[src/hdl/stg_pkg.sv]
// stg_pkg: shared constants, types and the quarter-wave sine table builder
`timescale 1ns / 1ps

package stg_pkg;

  localparam int AUDIO_RATE       = 22050;
  localparam int CHUNK_FRAMES     = 32;
  localparam int PHASE_BITS       = 32;
  localparam int SINE_TABLE_DEPTH = 1024;
  localparam int MS_PER_SEC       = 1000;

  localparam int SINE_W   = 15;
  localparam int ROM_AW   = 11;
  localparam int IDX_W    = 10;
  localparam int AMP_W    = 15;
  localparam int VOL_W    = 7;
  localparam int FREQ_W   = 14;
  localparam int MS_W     = 16;
  localparam int FRAMES_W = 21;
  localparam int SAMPLE_W = 16;

  // command codes
  localparam logic CMD_START = 1'b0;
  localparam logic CMD_TICK  = 1'b1;

  localparam logic [VOL_W-1:0]    VOL_MAX         = 7'd100;
  localparam logic [8:0]          AMP_PER_PERCENT = 9'd320;
  localparam logic [AMP_W-1:0]    AMP_RESET       = 15'd16000;
  localparam logic [FREQ_W-1:0]   FREQ_MAX        = 14'(AUDIO_RATE / 2);
  localparam logic [ROM_AW-1:0]   ROM_TOP         = 11'(SINE_TABLE_DEPTH);
  localparam logic [FRAMES_W-1:0] CHUNK_MASK      = 21'(CHUNK_FRAMES - 1);

  // phase step split: 2^32 = STEP_Q * AUDIO_RATE + STEP_R
  localparam logic [17:0] STEP_Q  = 18'((64'd1 << PHASE_BITS) / AUDIO_RATE);
  localparam logic [11:0] STEP_R  = 12'((64'd1 << PHASE_BITS) % AUDIO_RATE);
  localparam logic [14:0] SR_VAL  = 15'(AUDIO_RATE);
  localparam logic [13:0] SR_HALF = 14'(AUDIO_RATE / 2);
  // reciprocal of 1000 scaled by 2^32
  localparam logic [22:0] MS_RECIP = 23'((64'd1 << 32) / MS_PER_SEC);
  localparam logic [9:0]  MS_VAL   = 10'(MS_PER_SEC);

  localparam longint Q30_ONE     = 64'sd1073741824;
  localparam longint Q30_HALF_PI = 64'sd1686629713;
  localparam int     SERIES_TERMS = 12;
  localparam int     TAB_SHIFT    = $clog2(SINE_TABLE_DEPTH);

  typedef logic [SINE_W-1:0] sine_tab_t [0:SINE_TABLE_DEPTH];

  typedef struct packed {
    logic                        valid;
    logic [PHASE_BITS-1:0]       step;
    logic [FRAMES_W-1:0]         frames;
  } stg_load_t;

  // shift and subtract quotient for the non-negative series terms, all below 2^40
  function automatic longint series_div(input longint num, input longint den);
    longint quo;
    longint rem;
    quo = 0;
    rem = 0;
    for (int b = 40; b >= 0; b--) begin
      rem = (rem <<< 1) | ((num >>> b) & 64'sd1);
      if (rem >= den) begin
        rem = rem - den;
        quo = quo | (64'sd1 <<< b);
      end
    end
    return quo;
  endfunction

  // taylor series in q30, rounded to q15
  function automatic sine_tab_t build_sine_tab();
    sine_tab_t tab;
    longint    x;
    longint    term;
    longint    sum;
    longint    q15;
    for (int k = 0; k <= SINE_TABLE_DEPTH; k++) begin
      x    = (Q30_HALF_PI * longint'(k)) >>> TAB_SHIFT;
      term = x;
      sum  = x;
      for (int n = 1; n < SERIES_TERMS; n++) begin
        term = (term * x) / Q30_ONE;
        term = (term * x) / Q30_ONE;
        term = series_div(term, longint'((2 * n) * (2 * n + 1)));
        if ((n & 1) != 0) begin
          sum = sum - term;
        end else begin
          sum = sum + term;
        end
      end
      if (sum < 0) begin
        sum = 0;
      end
      q15 = (sum + 64'sd16384) / 64'sd32768;
      if (q15 > 64'sd32767) begin
        q15 = 64'sd32767;
      end
      tab[k] = SINE_W'(q15);
    end
    return tab;
  endfunction

endpackage

[src/hdl/stg_tone_setup.sv]
// stg_tone_setup: multi-cycle phase step and frame count calculation for a start beat
`timescale 1ns / 1ps

module stg_tone_setup (
  input  logic                         clk,
  input  logic                         rst_n,
  input  logic                         start,
  input  logic [stg_pkg::FREQ_W-1:0]   freq_hz,
  input  logic [stg_pkg::MS_W-1:0]     duration_ms,
  output logic                         busy,
  output stg_pkg::stg_load_t           load
);
  import stg_pkg::*;

  typedef enum logic [2:0] {
    ST_IDLE,
    ST_MUL,
    ST_DIV,
    ST_REM,
    ST_LOAD
  } state_t;

  state_t state_r;

  logic [FREQ_W-1:0]     freq_r;
  logic [MS_W-1:0]       ms_r;
  logic [PHASE_BITS-1:0] hi_r;
  logic [24:0]           x_r;
  logic [30:0]           y_r;
  logic [10:0]           qx_r;
  logic [FRAMES_W-1:0]   qy_r;
  logic [15:0]           rx_r;
  logic [10:0]           ry_r;

  logic [42:0]           prod_x;
  logic [53:0]           prod_y;
  logic [25:0]           qx_sr;
  logic [30:0]           qy_ms;
  logic [FRAMES_W-1:0]   frames_raw;
  logic [FRAMES_W-1:0]   frames_up;

  assign prod_x = 43'(x_r) * 43'(STEP_Q);
  assign prod_y = 54'(y_r) * 54'(MS_RECIP);
  assign qx_sr  = 26'(qx_r) * 26'(SR_VAL);
  assign qy_ms  = 31'(qy_r) * 31'(MS_VAL);

  // reciprocal quotient is low by at most one
  assign frames_raw = qy_r + FRAMES_W'(ry_r >= 11'(MS_VAL));
  assign frames_up  = (frames_raw + CHUNK_MASK) & ~CHUNK_MASK;

  always_ff @(posedge clk) begin
    if (!rst_n) begin
      state_r <= ST_IDLE;
    end else begin
      case (state_r)
        ST_IDLE: begin
          if (start) begin
            state_r <= ST_MUL;
            freq_r  <= (freq_hz > FREQ_MAX) ? FREQ_MAX : freq_hz;
            ms_r    <= duration_ms;
          end
        end
        ST_MUL: begin
          state_r <= ST_DIV;
          hi_r    <= PHASE_BITS'(freq_r) * PHASE_BITS'(STEP_Q);
          x_r     <= 25'(freq_r) * 25'(STEP_R) + 25'(SR_HALF);
          y_r     <= 31'(ms_r) * 31'(SR_VAL);
        end
        ST_DIV: begin
          state_r <= ST_REM;
          qx_r    <= prod_x[42:32];
          qy_r    <= prod_y[52:32];
        end
        ST_REM: begin
          state_r <= ST_LOAD;
          rx_r    <= 16'(x_r - 25'(qx_sr));
          ry_r    <= 11'(y_r - qy_ms);
        end
        ST_LOAD: begin
          state_r <= ST_IDLE;
        end
        default: begin
          state_r <= ST_IDLE;
        end
      endcase
    end
  end

  assign busy        = (state_r != ST_IDLE);
  assign load.valid  = (state_r == ST_LOAD);
  assign load.step   = hi_r + PHASE_BITS'(qx_r) + PHASE_BITS'(rx_r >= 16'(SR_VAL));
  assign load.frames = frames_up;

endmodule

[config.mk]
export PLATFORM = sky130hd
export DESIGN_NAME = stg_tone_setup
export DESIGN_NICKNAME = d
export VERILOG_FILES = /design/src/hdl/stg_pkg.sv /design/src/hdl/stg_tone_setup.sv
export SDC_FILE = /design/constraint.sdc
export NUM_CORES = 2
export LEC_CHECK = 0
export BUFFER_PORTS_ARGS = -buffer_cell sky130_fd_sc_hd__buf_2
export CAP_MARGIN = 20
export CORE_ASPECT_RATIO = 2
export CORE_MARGIN = 2
export CORE_UTILIZATION = 50
export DETAILED_ROUTE_END_ITERATION = 6
export PLACE_DENSITY = 0.66
export SLEW_MARGIN = 25
export SYNTH_ARGS = -nofsm -noshare
export SYNTH_HDL_FRONTEND = slang
export SYNTH_SLANG_ARGS = --single-unit
[constraint.sdc]
create_clock -name clk -period 10.1 [get_ports clk]
set_input_delay 2.02 -clock clk [delete_from_list [all_inputs] [get_ports clk]]
set_output_delay 2.02 -clock clk [all_outputs]
set_load 0.02 [all_outputs]
==> flow_summary.json <==
{
  "hp-start": "state_r[2]",
  "track_usage_pct": 23.6,
  "drtIter0Drc": 787,
  "r2r_end": "qx_r[10]",
  "r2r_start": "x_r[10]",
  "antenna_cells": 0,
  "max-clock-path-buffers": 2,
  "overflow": 0,
  "fin_crit_ns": 7.45,
  "synthTopCellsByCount": "1158 x inv_1, 835 x ha_1, 583 x fa_1",
  "clock_latency_ns": 0.51,
  "crit_path_start_kind": "flip-flop",
  "rsz0062_at_grt": "no",
  "slew_viol_final": 0,
  "max_cap_violations": 0,
  "relSlewSlack_pct": 27.2,
  "layout-drive-gt1-share_pct": 4.06,
  "nNetsFinal": 5253,
  "hp-class": "flip-flop to flip-flop",
  "netlist_area_sq_um": 37800,
  "ys_ff_latch": 173,
  "synth-xor-area-share_pct": 4.70,
  "yosys_warnings": 0,
  "ant_nets": 0,
  "r2r.worst_path.cells": 21,
  "dieWidth_um": 198,
  "synthCells": 3704,
  "critical_path_required_ns": 10.36,
  "whs_ns": 0.514,
  "synthTopCellsByArea": "fa_1 31%, ha_1 28%, edfxtp_1 13%, inv_1 11%, xnor2_1 3.2%",
  "postRouteWirelength_um": 85700,
  "reg2reg_slack_ns": 2.65,
  "root_buffer": "clkbuf_16",
  "critPathMaxFanout": 9,
  "worstPathArrival_ns": 7.71,
  "grt_max_degree": 56,
  "io_buffer_count": 82,
  "ys_types": 82,
  "cts_setup_buffers": 0,
  "finalSetupViolCount": 0,
  "coreArea_sq_um": 75000,
  "synth.top_cell.area_share_pct": 30.9,
  "synth_edf_count": 170,
  "dieArea_sq_um": 78000,
  "via_count": 24891,
  "antenna_found_initial": 0,
  "tightest_slew_ns": 1.08,
  "path_clk_slew_ns": 0.09,
  "finalHoldViolCount": 0,
  "firstDrtPassIters": 5,
  "fmax_mhz": 134,
  "first_global_vias": 27674,
  "rows": 142,
  "n_fill_cell": 6937,
  "postSynthAreaPerCell_sq_um": 10.2,
  "path_class": "flip-flop to flip-flop",
  "cts_sinks": 173,
  "end_kind": "flip-flop",
  "tns_ns": 0,
  "wl_per_cell_um": 17.8,
  "io_pins": 88,
  "hold_depth": 1,
  "synth.most_common_cell": "inv_1",
  "vias_per_cell": 5.16,
  "cts_max_level": 4,
  "setup_slack_ns": 2.65,
  "fin_crit_sh_pct": 73.8,
  "grt_pass1_wl_um": 139000,
  "synth-compound-area-share_pct": 6.44,
  "gp_congestion": 0.968,
  "finalInstanceArea_sq_um": 40100,
  "cts_buffers": 17,
  "synth_top_family_by_area": "adder cells",
  "synth-async-reset-ratio_pct": 0,
  "initial_utilization_pct": 50.4,
  "synth_ff_type": "edfxtp_1",
  "area_growth_pct": 6.07,
  "synthAdderAreaFrac_pct": 58.5,
  "dp_hpwl_um": 76600,
  "muxShareOfSynthArea_pct": 0,
  "fin_skew_ns": 0.0126,
  "cts_resized": 0,
  "worst_hold_path.endpoint": "state_r[0]",
  "cts_tree": "yes",
  "synth-simple-area-share_pct": 5.01,
  "dieHeight_um": 393,
  "placed_area_sq_um": 39500,
  "status": "complete, no violations",
  "holdBufCountCts": 0,
  "post-place-ws_ns": 2.74,
  "drcViolationCount": 0,
  "synth-seq-area-share_pct": 13.7,
  "synth_top_area_cell": "fa_1"
}
[routing by layer]
| metal | track usage [%] | up-vias | wire, um |
|---|---|---|---|
| met5 | 0 | - | 0 |
| met4 | 14.0 | 0 | 5600 |
| met3 | 1.98 | 197 | 1470 |
| met2 | 47.6 | 335 | 49800 |
| met1 | 22.7 | 12512 | 28800 |
| li1 | - | 11847 | - |
[kinds of logic (layout without fill, tap and decap cells)]
family,count (synthesis),count (layout)
fa+ha+maj,1418,1418
simple gates,374,374
buf+inv,1172,1279
other cells,1,5
flops,173,173
compound gates,364,364
xor+xnor,202,202
[cell type report]
class | instances | area [sq um] | share of cell area (%)
multi-input combinational | 2363 | 28300 | 70.5
clock buffer | 17 | 425 | 1.06
inverter | 1159 | 4350 | 10.8
clock inverter | 15 | 193 | 0.480
timing repair buffer | 88 | 455 | 1.14
tap | 1008 | 1260 | 3.14
sequential | 173 | 5160 | 12.9
[worst max-delay path by stage]
| stage | endpoint | startpoint |
|---|---|---|
| 6_report | qx_r[10] | x_r[10] |
| 5_1_grt | qx_r[10] | x_r[9] |
| 4_1_cts | qx_r[10] | x_r[10] |
| 3_5_place_dp | qx_r[10] | x_r[9] |
| 3_3_place_gp | qx_r[10] | x_r[10] |
| 2_1_floorplan | state_r[1] | rst_n |
[sequential cells by signal, indices dropped and copies added, names as in the netlist, 8 cells and up]
name / flops
freq_r: 14
hi_r: 32
ms_r: 16
qx_r: 11
qy_r: 21
rx_r: 15
ry_r: 8
x_r: 23
y_r: 30
[critical path, cell delays in order (launching register included)]
cell	delay (ns)
edfxtp_1	0.58
inv_1	0.13
fa_1	0.60
inv_1	0.06
fa_1	0.47
fa_1	0.53
fa_1	0.55
fa_1	0.57
inv_1	0.07
fa_1	0.53
inv_1	0.04
ha_1	0.28
and4_1	0.17
nand4_1	0.12
a211oi_1	0.25
a211oi_1	0.15
a311oi_1	0.95
a21oi_1	0.28
o21ai_1	0.38
a211oi_1	0.13
nor3_1	0.25
xnor2_1	0.09
[placed cells by master (no fill, tap or decap), types with 7 or more instances in the layout]
cell       count
nand2b_1      11
fa_1         583
nor3b_1        7
nor2b_1       31
nand2_1       86
and2_1         8
a21o_1        55
a211oi_1      16
xnor2_1      139
o21ai_0       44
ha_1         835
a21boi_0      10
clkbuf_16     17
nor2_1        95
nand3b_1       7
and3_1        23
nand3_1       29
o21a_1        24
buf_2         82
nor3_1        25
o21ai_1        9
o21bai_1      14
o211ai_1      13
inv_1       1158
a31oi_1        9
xor2_1        62
nand4_1       10
or2_2         10
edfxtp_1     170
a21oi_1      106
[per-stage QoR]
| step | cells | utilization, % |
|---|---|---|
| 3_3_place_gp | 4791 | 52.7 |
| 4_1_cts | 4823 | 53.5 |
| 2_1_floorplan | 3708 | - |
| 6_report | 4823 | 53.5 |
| 3_5_place_dp | 4791 | 52.7 |
| 5_1_grt | 4823 | 53.5 |
Power is not shown: default switching activity piles up to over one toggle a cycle in this logic, so the estimate is an artifact.
